`config.mk`:
```
export PLATFORM = sky130hd
export DESIGN_NAME = scpa_ctrl
export DESIGN_NICKNAME = d
export VERILOG_FILES = /design/src/rtl/scpa_pkg.sv /design/src/rtl/scpa_ctrl.sv
export SDC_FILE = /design/constraint.sdc
export NUM_CORES = 1
export LEC_CHECK = 0
export CORE_AREA = 2 2 39 41
export DETAILED_ROUTE_END_ITERATION = 10
export DIE_AREA = 0 0 41 43
export DONT_BUFFER_PORTS = 1
export SYNTH_ARGS = -nofsm -noshare
export SYNTH_HDL_FRONTEND = slang
export SYNTH_SLANG_ARGS = --single-unit
```
`constraint.sdc`:
```
create_clock -name clk -period 2.1 [get_ports clk]
set_clock_uncertainty 0.05 [all_clocks]
set_input_delay 0.315 -clock clk [delete_from_list [all_inputs] [get_ports clk]]
set_output_delay 0.315 -clock clk [all_outputs]
set_load 0.005 [all_outputs]
```
`src/rtl/scpa_pkg.sv`:
```
// scpa_pkg: shared types, codes and widths for the size class pool allocator
// used by scpa_ctrl, scpa_dp and size_class_pool_allocator
package scpa_pkg;

	localparam int OP_W       = 2;
	localparam int SIZE_W     = 16;
	localparam int ADDR_W     = 22;
	localparam int LEN_W      = 13;
	localparam int CNT_W      = 9;
	localparam int STAT_W     = 3;
	localparam int SC_W       = 2;
	localparam int CFG_IDX_W  = 3;
	localparam int CFG_DATA_W = LEN_W;
	localparam int CFG_CLASSES = 4;
	localparam int IN_DATA_W  = 40;
	localparam int OUT_DATA_W = 40;
	localparam int PROD_W     = LEN_W + CNT_W;
	localparam int HI_W       = ADDR_W + 1;

	localparam logic [CFG_IDX_W-1:0] CFG_LEN_BASE = 3'd0;
	localparam logic [CFG_IDX_W-1:0] CFG_CNT_BASE = 3'd4;
	localparam logic [CNT_W-1:0]     CNT_RESET    = 9'd256;

	typedef enum logic [OP_W-1:0] {
		OP_INIT  = 2'd0,
		OP_ALLOC = 2'd1,
		OP_FREE  = 2'd2,
		OP_NONE  = 2'd3
	} op_e_t;

	typedef enum logic [STAT_W-1:0] {
		ST_ALLOCATED   = 3'd0,
		ST_TOO_LARGE   = 3'd1,
		ST_EXHAUSTED   = 3'd2,
		ST_FREED       = 3'd3,
		ST_NOT_POOLED  = 3'd4,
		ST_OVERFLOW    = 3'd5,
		ST_INITIALIZED = 3'd6,
		ST_NOT_INIT    = 3'd7
	} status_e_t;

	typedef enum logic [2:0] {
		S_IDLE,
		S_INIT_CLASS,
		S_INIT_FILL,
		S_INIT_DONE,
		S_ALLOC,
		S_ALLOC_RESP,
		S_FREE_MUL,
		S_FREE_PUSH
	} state_e_t;

	typedef struct packed {
		logic load_in;
		logic init_class;
		logic init_fill;
		logic init_next;
		logic init_done;
		logic alloc_exec;
		logic alloc_resp;
		logic free_mul;
		logic free_exec;
	} cmd_t;

	typedef struct packed {
		logic fill_done;
		logic last_class;
		logic pop;
		logic out_free;
	} sts_t;

	function automatic logic [LEN_W-1:0] len_reset(input int c);
		logic [LEN_W-1:0] v;
		case (c)
			0:       v = 13'd16;
			1:       v = 13'd64;
			2:       v = 13'd256;
			default: v = 13'd1024;
		endcase
		return v;
	endfunction

endpackage

```
`src/rtl/scpa_ctrl.sv`:
```
// scpa_ctrl: sequencing state machine for init, alloc and free
// depends on scpa_pkg; drives scpa_dp through cmd_t and reads sts_t
module scpa_ctrl (
	input  logic           clk,
	input  logic           arst_n,
	input  logic           s_tvalid,
	output logic           s_tready,
	input  scpa_pkg::op_e_t in_op,
	input  scpa_pkg::sts_t  sts,
	output scpa_pkg::cmd_t  cmd
);
	import scpa_pkg::*;

	state_e_t state_q;
	state_e_t state_nx;

	always_ff @(posedge clk or negedge arst_n) begin
		if (!arst_n) begin
			state_q <= S_IDLE;
		end else begin
			state_q <= state_nx;
		end
	end

	always_comb begin
		state_nx = state_q;
		unique case (state_q)
			S_IDLE: begin
				if (s_tvalid) begin
					unique case (in_op)
						OP_INIT:  state_nx = S_INIT_CLASS;
						OP_ALLOC: state_nx = S_ALLOC;
						OP_FREE:  state_nx = S_FREE_MUL;
						default:  state_nx = S_IDLE;
					endcase
				end
			end
			S_INIT_CLASS: state_nx = S_INIT_FILL;
			S_INIT_FILL: begin
				if (sts.fill_done) begin
					state_nx = sts.last_class ? S_INIT_DONE : S_INIT_CLASS;
				end
			end
			S_INIT_DONE: begin
				if (sts.out_free) state_nx = S_IDLE;
			end
			S_ALLOC: begin
				if (sts.out_free) state_nx = sts.pop ? S_ALLOC_RESP : S_IDLE;
			end
			S_ALLOC_RESP: state_nx = S_IDLE;
			S_FREE_MUL:   state_nx = S_FREE_PUSH;
			S_FREE_PUSH: begin
				if (sts.out_free) state_nx = S_IDLE;
			end
			default: state_nx = S_IDLE;
		endcase
	end

	always_comb begin
		s_tready       = (state_q == S_IDLE);
		cmd            = '0;
		cmd.load_in    = (state_q == S_IDLE) && s_tvalid;
		cmd.init_class = (state_q == S_INIT_CLASS);
		cmd.init_fill  = (state_q == S_INIT_FILL) && !sts.fill_done;
		cmd.init_next  = (state_q == S_INIT_FILL) && sts.fill_done && !sts.last_class;
		cmd.init_done  = (state_q == S_INIT_DONE) && sts.out_free;
		cmd.alloc_exec = (state_q == S_ALLOC) && sts.out_free;
		cmd.alloc_resp = (state_q == S_ALLOC_RESP);
		cmd.free_mul   = (state_q == S_FREE_MUL);
		cmd.free_exec  = (state_q == S_FREE_PUSH) && sts.out_free;
	end

endmodule

```
# Word-level counts from Yosys, hierarchy flattened
# Index checks and enable logic that the tools add are counted.
# classes
muxes	8
n_eq_ne	13
reduce_logical	13
# op_table
operator	count
3-bit one-hot mux with 7 select lines	1
3-bit two-way mux	5
3-bit equality test, second input constant	4
3-bit one-hot mux with 3 select lines	1
1-bit logical AND	7
3-bit by 2-bit equality test with 1-bit output, second input constant	2
2-bit inequality test, second input constant	3
4-bit AND reduction	1
3-bit by 1-bit equality test with 1-bit output, second input constant	1
3-bit zero test	1
2-bit by 1-bit equality test with 1-bit output, second input constant	1
2-bit equality test, second input constant	1
1-bit zero test	2
2-bit zero test	1
2-bit two-way mux	1
2-bit by 1-bit inequality test with 1-bit output, second input constant	1
2-bit OR reduction	1
# totals
output_inout_bits	10
ff_bits	3
in_bits	9
word_cells	35

# Longest topological paths before layout
# Gate-level depths: netlist (run 1).
# depth
ltp_word	4
mapped_depth	5
ltp_nobuf	5

# Worst setup path after synthesis (run 1)
# Ideal clock, no wire load.
# synth_path
path_kind	reg-to-output
from	register state_q[1]
to	output port cmd[8] (netlist name)
path_buffers	1
slack_ns	0.849
required_time_ns	1.735
path_stages_with_launch	4
arrival_ns	0.886
path_cell_list	dfrtp_1 -> buf_6 -> nor3_1 -> and2_1
# synth_lines
item	line	text
start, declared	scpa_ctrl.sv:14	state_e_t state_q;
start signal, assigned	scpa_ctrl.sv:21	state_q <= state_nx;
end, declared	scpa_ctrl.sv:10	output scpa_pkg::cmd_t cmd

==> results.json, run 1 <==
{
  "cts_num_sinks": 3,
  "hold_violations": 0,
  "dpl_cell_area_um2": 322.8,
  "cts-resized-gates": 0,
  "grt_start_max_net_pins": 17,
  "cts_made_buffers": 3,
  "initial_core_util_pct": 24.86,
  "syn_inst": 44,
  "diodes": 0,
  "placementRows": 14,
  "fin_crit_ns": 1.662,
  "power.share.sequential_pct": 38.2,
  "drc": 0,
  "worst_r2r_path_depth": 3,
  "final_core_util_pct": 25.95,
  "cp.required_ns": 1.74,
  "htreeDepth": 1,
  "synth_area_per_cell_um2": 7.820,
  "grt_pass1_vias": 281,
  "outcome": "completed",
  "use_met2_pct": 12.19,
  "switching_share_pct": 45.90,
  "ir_worst_vdd_mv": 0.3002,
  "p_switching_uw": 211.3,
  "regMostFlops": "state_q",
  "regArea_um2": 75.07,
  "coreArea_um2": 1384,
  "max_slew.worst_pin.slew_ns": 0.4541,
  "power.internal_uw": 249.1,
  "die-area_um2": 1763,
  "cp_max_fo": 16,
  "ys_seq_elements": 3,
  "syn2layout_area_growth_pct": 4.364,
  "slew_viol_final": 0,
  "cts_tree": "built",
  "finalSetupViolCount": 0,
  "cts-root-buf": "clkbuf_4",
  "yosysUniqueCellTypes": 20,
  "clkPwrFrac_pct": 21.8,
  "end_kind": "primary output",
  "yosysWarnings": 0,
  "nets": 57,
  "design_area_um2": 359.1,
  "multi_input_area_um2": 216.5,
  "synth_area_um2": 344.1,
  "grt_pass1_wl_mm": 1.200,
  "hold_depth": 2,
  "port_buffers": 0,
  "post-dp-hpwl_um": 581.8,
  "fill_cells": 158,
  "clk_path_buf_depth": 2,
  "largest_registers": "state_q: 3 flops",
  "largest_register_ffs": 3,
  "top_usage_layer": "met1",
  "clock_latency_ns": 0.23,
  "leakage_uw": 0.0001471,
  "setup_tns_ns": 0,
  "comb_power_share_pct": 40.0,
  "drtAntennaViolNets": 0,
  "ys_seq_area_share_pct": 21.82,
  "gr-usage-met3_pct": 4.188,
  "final_layout_size_suffix_gt1_share_pct": 8.889,
  "stdcell_count": 61,
  "clk_pin_slew_ns": 0.04,
  "hp-class": "in -> reg",
  "die_x_um": 41,
  "slew_headroom_pct": 69.73,
  "worstSetupPathType": "reg -> out",
  "crit_arrival_ns": 1.30,
  "cap_violations": 0,
  "grt-ovfl-total": 0,
  "hold_slack_ns": 0.2434,
  "post_cts_buffers": 0,
  "post-place-cells": 56,
  "antenna_found_initial": 0,
  "ios": 19,
  "drt_wl_total_um": 768,
  "die_y_um": 43,
  "start_kind": "flip-flop",
  "fmax_mhz": 601.9,
  "num_vias": 317,
  "layout.cells.most_common": "nor2_1",
  "gpl.final_weighted_congestion": 0.7646,
  "dr.first_iter.drc_count": 9,
  "syn_nets": 55,
  "vias_per_cell": 5.197,
  "grt_setup_unrepaired": "no",
  "fin_crit_sh_pct": 79.12,
  "cts_hold_buf": 1,
  "post_drt_wl_per_cell_um": 12.59,
  "grt_use_met1_pct": 14.33,
  "grt_usage_pct": 9.810,
  "power_density_nw_per_um2": 1282,
  "firstDrtPassIters": 4
}
-- kinds of logic after synthesis --
family / synth area share, %
simple gates: 32.36
compound gates: 20.36
buf+inv: 15.27
flops: 21.82
fa+ha+maj: 7.272
mux: 2.909
-- cells in the mapped netlist --
library cell,n,area (um^2)
inv_1,3,11.26
buf_6,3,33.78
nor2_1,8,30.03
dfrtp_1,3,75.07
mux2i_1,1,10.01
nand2b_1,1,6.260
and4bb_2,1,12.51
o21a_1,2,15.01
a2bb2oi_1,1,8.760
nand3b_1,1,7.510
o32ai_1,2,17.52
nand2_1,3,11.26
a21oi_1,3,15.01
ha_1,2,25.02
nor3b_1,3,22.52
and2_1,1,6.260
nor3_1,3,15.01
o21ai_0,1,5.000
a41oi_1,1,8.760
buf_4,1,7.510
-- layout make-up --
| cell class | count | share of cell area [%] |
|---|---|---|
| Clock buffer | 4 | 7.317 |
| Inverter | 3 | 3.136 |
| Multi-Input combinational cell | 34 | 60.28 |
| Sequential cell | 3 | 20.91 |
| Tap cell | 16 | 5.575 |
| Timing Repair Buffer | 1 | 2.787 |
-- power by group through the flow --
stage,combinational (uW),clock (uW),sequential [uW]
5_1_grt,211,114,187
6_report,184,100,176
2_1_floorplan,283,0,104
3_5_place_dp,182,0,177
4_1_cts,186,104,177
3_3_place_gp,183,0,173
-- layer usage --
metal | share of wire, % | wire length (um)
met2 | 42 | 324
met3 | 11 | 88
met1 | 46 | 355
met5 | 0 | 0
met4 | 0 | 0
-- worst max-delay path, cell delays in order (launching register included) --
cell	delay, ns
dfrtp_1	0.53
nor3_1	0.35
and2_1	0.19
-- worst paths after layout --
| kind | startpoint | to | slack, ns |
|---|---|---|---|
| min | sts[0] | state_q[2] | 0.24 |
| max | state_q[1] | cmd[8] | 0.44 |
| max reg2reg | state_q[2] | state_q[0] | 0.89 |
| min in group asynchronous | arst_n | state_q[2] | 0.29 |
| max in group asynchronous | arst_n | state_q[1] | 1.56 |
| min reg2reg | state_q[0] | state_q[2] | 0.66 |
-- through the flow --
stage          setup slack [ns]  power, uW
3_5_place_dp             0.6766      359.8
2_1_floorplan            0.8491      386.9
4_1_cts                  0.4305      466.6
6_report                 0.4385      460.4
5_1_grt                  0.3440      511.4
3_3_place_gp             0.6986      356.0
Power figures use the tool's default switching activity.
==> run 2, diff against run 1 <==
Clock period 2.1 ns to 1.42 ns, I/O delays scaled along.
==> results.json, run 2 (same netlist as run 1, synthesis figures left out) <==
{
  "outcome": "completed",
  "die-area_um2": 1763,
  "grt_pass1_vias": 290,
  "slew_viol_final": 0,
  "clock_latency_ns": 0.24,
  "rr_startpoint": "state_q[1]",
  "antenna_found_initial": 0,
  "ir_worst_vdd_mv": 0.5766,
  "clk_path_buf_depth": 2,
  "pre_cts_ws_ns": 0.1831,
  "port_buffers": 0,
  "cp_slowest_cell": "dfrtp_2",
  "grt_setup_unrepaired": "no",
  "final_layout_size_suffix_gt1_share_pct": 27.08,
  "worst_r2r_path_depth": 4,
  "cts-root-buf": "clkbuf_4",
  "initial_core_util_pct": 24.86,
  "diodes": 0,
  "coreArea_um2": 1384,
  "fmax_mhz": 728.1,
  "dr.first_iter.drc_count": 5,
  "r2r_end": "state_q[2]",
  "htreeDepth": 1,
  "slew_headroom_pct": 83.56,
  "largest_registers": "state_q: 3 flops",
  "worstSetupPathType": "reg -> out",
  "syn2layout_area_growth_pct": 14.91,
  "largest_register_ffs": 3,
  "firstDrtPassIters": 3,
  "drtAntennaViolNets": 0,
  "hold_violations": 0,
  "vias_per_cell": 4.953,
  "hold_end": "state_q[2]",
  "cp.required_ns": 1.16,
  "hold_depth": 2,
  "ios": 19,
  "end_kind": "primary output",
  "r2r_slack_ns": 0.21,
  "start_kind": "flip-flop",
  "drc": 0,
  "cts_made_buffers": 3,
  "cts_tree": "built",
  "clk_pin_slew_ns": 0.04,
  "die_x_um": 41,
  "cp-startpoint": "state_q[2]",
  "finalSetupViolCount": 0,
  "power_density_nw_per_um2": 1978,
  "grt_start_max_net_pins": 17,
  "regMostFlops": "state_q",
  "setup_ws_ns": 0.04650,
  "min_from": "sts[0]",
  "cap_violations": 0,
  "layout.cells.most_common": "nor2_1",
  "cts_num_sinks": 3,
  "nets": 60,
  "grt_usage_pct": 10.24,
  "slowest_delay_ns": 0.49,
  "cp_cell_sequence": "nor3_2, and2_1",
  "num_vias": 317,
  "crit_arrival_ns": 1.11,
  "fin_crit_sh_pct": 96.73,
  "cp_max_fo": 15,
  "placementRows": 14,
  "die_y_um": 43,
  "grt-ovfl-total": 0,
  "hp-class": "in -> reg",
  "max_slew.worst_pin.slew_ns": 0.2461,
  "gpl.final_weighted_congestion": 0.7768,
  "post_drt_wl_per_cell_um": 12.27,
  "setup_tns_ns": 0,
  "drt_wl_total_um": 785,
  "leakage_uw": 0.0001604,
  "fin_crit_ns": 1.373,
  "grt_pass1_wl_mm": 1.193,
  "post-dp-hpwl_um": 557.8
}
## run 2: area by class of cell
type / count / area [um^2]
repair buffers: 4 / 32.53
flip-flops and latches: 3 / 78.83
clock buffers: 4 / 26.28
inverters: 3 / 11.26
multi-input cells: 34 / 226.5
fillers: 164 / 988.4
well taps: 16 / 20.02
## run 2: how the worst max path moves through the flow
stage          slack, ns     end  cells after the start
2_1_floorplan       0.27  cmd[8]                      3
3_3_place_gp        0.21  cmd[8]                      2
3_5_place_dp        0.18  cmd[8]                      2
4_1_cts            0.001  cmd[8]                      2
5_1_grt            0.003  cmd[5]                      3
6_report            0.05  cmd[8]                      2
## run 2: critical path, delay by kind of cell, from the launching register on
family        cells  cell delay (ns)
simple gates      2             0.38
flops             1             0.49
## run 2: metal layers
layer	share of wire [%]	global-route usage (%)	vias to the layer above
li1	-	-	160
met1	48	13.83	138
met2	41	12.19	17
met3	8.9	2.618	2
met4	1.8	10.00	0
met5	0	0	-
## run 2: report_power, final
part | total (uW) | switching (uW) | internal, uW
Clock | 154 | 48.9 | 106
Combinational | 351 | 153 | 198
Sequential | 276 | 142 | 134
## run 2: stage by stage
step	util [%]	hold WS [ns]	cells	area (um^2)	total power, uW
after floorplan	-	-0.1326	44	344.1	572.1
after global placement	23.87	-0.1325	57	330.3	547.8
after detailed placement	23.87	-0.1325	57	330.3	553.0
after CTS	26.76	0.1333	62	370.4	725.1
after global routing	28.57	0.1444	64	395.4	850.4
final	28.57	0.1370	64	395.4	781.9
## run 2: repair_timing
action | 4_1_cts | 5_1_grt
setup endpoints to repair | 6 | 5
resized for setup | 3 | 3
endpoints found under the hold margin | 3 | 0
hold buffers | 1 | 0
setup buffers | 0 | 2
==> run 3, diff against run 2 <==
Settings changed: BUFFER_PORTS_ARGS set to -buffer_cell sky130_fd_sc_hd__buf_2, DONT_BUFFER_PORTS 1 to unset, HOLD_SLACK_MARGIN set to 0.15.
==> results.json, run 3 (same netlist as run 1, synthesis figures left out) <==
{
  "outcome": "complete, but fails checks",
  "violations": "setup timing",
  "htreeDepth": 1,
  "clk_path_buf_depth": 2,
  "diodes": 0,
  "post-dp-hpwl_um": 609.5,
  "r2r_slack_ns": -0.01,
  "worstSetupPathType": "reg -> reg",
  "post_drt_wl_per_cell_um": 11.98,
  "grt_setup_unrepaired": "yes",
  "initial_core_util_pct": 24.86,
  "hp-class": "in -> async",
  "largest_registers": "state_q: 3 flops",
  "leakage_uw": 0.0002820,
  "final_cell_mix": "buf_2 (18), nor2_1 (8), buf_4 (8), nand2_1 (3), clkbuf_4 (3)",
  "power_density_nw_per_um2": 1908,
  "final_layout_size_suffix_gt1_share_pct": 54.17,
  "post-place-cells": 76,
  "grt_pass1_vias": 323,
  "rr_startpoint": "state_q[1]",
  "nets": 84,
  "dr.first_iter.drc_count": 10,
  "total_power_uw": 1053,
  "grt_usage_pct": 10.98,
  "cts_made_buffers": 3,
  "gpl.final_weighted_congestion": 0.8419,
  "die-area_um2": 1763,
  "vias_per_cell": 5.011,
  "coreArea_um2": 1384,
  "setup_ws_ns": -0.01103,
  "fin_crit_sh_pct": 100.8,
  "end_kind": "flip-flop",
  "regMostFlops": "state_q",
  "layout.cells.most_common": "buf_2",
  "grt-ovfl-total": 0,
  "cts-root-buf": "clkbuf_4",
  "crit_arrival_ns": 1.48,
  "die_x_um": 41,
  "fin_crit_ns": 1.431,
  "dpl_cell_area_um2": 427.9,
  "cp_max_fo": 12,
  "firstDrtPassIters": 5,
  "cap_violations": 0,
  "grt_pass1_wl_mm": 1.297,
  "crit_end": "state_q[2]",
  "drtAntennaViolNets": 0,
  "cp-startpoint": "state_q[1]",
  "ir_worst_vdd_mv": 0.7402,
  "clock_latency_ns": 0.24,
  "slew_viol_final": 0,
  "fmax_mhz": 698.8,
  "hold_violations": 0,
  "stdcell_count": 88,
  "largest_register_ffs": 3,
  "ios": 19,
  "worst_r2r_path_depth": 6,
  "slew_headroom_pct": 82.02,
  "design_area_um2": 551.8,
  "finalSetupViolCount": 1,
  "r2r_end": "state_q[2]",
  "grt_start_max_net_pins": 16,
  "cp.required_ns": 1.47,
  "syn2layout_area_growth_pct": 60.36,
  "antenna_found_initial": 0,
  "max_slew.worst_pin.slew_ns": 0.2669,
  "die_y_um": 43,
  "placementRows": 14,
  "start_kind": "flip-flop",
  "port_buffers": 18,
  "num_vias": 441,
  "clk_pin_slew_ns": 0.04,
  "drt_wl_total_mm": 1.054,
  "cts_num_sinks": 3,
  "cts_tree": "built",
  "drc": 0,
  "final_core_util_pct": 39.87
}
==> run 3: power breakdown <==
part,internal (uW),switching [uW]
Clock,106,48.2
Combinational,368,325
Sequential,132,74.2
Total,605,447
==> run 3: area by class of cell <==
class / count / area (um^2)
clock buffer: 4 / 26.28
inverter: 3 / 13.76
multi-input combinational: 34 / 242.7
timing repair buffer: 28 / 171.4
sequential: 3 / 77.57
tap: 16 / 20.02
fill: 149 / 832.0
==> run 3: metal layers <==
| layer | wire, um | part of all wire, % | vias up | global-route usage (%) |
|---|---|---|---|---|
| li1 | - | - | 211 | - |
| met1 | 465 | 44 | 196 | 14.94 |
| met4 | 21 | 2.0 | 0 | 4.000 |
| met2 | 454 | 43 | 32 | 14.06 |
| met3 | 112 | 11 | 2 | 6.283 |
| met5 | 0 | 0 | - | 0 |
==> run 3: what timing repair did <==
item	CTS	global route
resized for setup	5	7
pin swaps	0	1
buffers inserted	3	4
gates cloned	0	0
hold buffers	1	0
setup endpoints to repair	7	6
hold endpoints to repair	3	0
==> run 3: worst min path at each step <==
| stage | from | end | slack [ns] |
|---|---|---|---|
| floorplan | arst_n | state_q[0] | -0.13 |
| CTS | arst_n | state_q[0] | 0.25 |
| global placement | arst_n | state_q[2] | -0.04 |
| finish | arst_n | state_q[1] | 0.25 |
| global route | arst_n | state_q[0] | 0.26 |
| detailed placement | arst_n | state_q[0] | -0.04 |
==> run 3: worst max-delay path, stage by stage (launching register included) <==
cell and delay, ns:
dfrtp_1 0.39, buf_6 0.15, buf_4 0.14, buf_4 0.13
o21a_1 0.19, a21oi_2 0.15, o32ai_2 0.10
==> run 3: through the flow <==
step / worst slack (ns) / TNS (ns) / hold slack [ns]
2_1_floorplan: 0.2711 / 0 / -0.1326
3_3_place_gp: 0.1449 / 0 / -0.03814
3_5_place_dp: 0.1318 / 0 / -0.03840
4_1_cts: -0.004889 / -0.004889 / 0.2489
5_1_grt: -0.06671 / -0.1799 / 0.2644
6_report: -0.01103 / -0.01103 / 0.2479
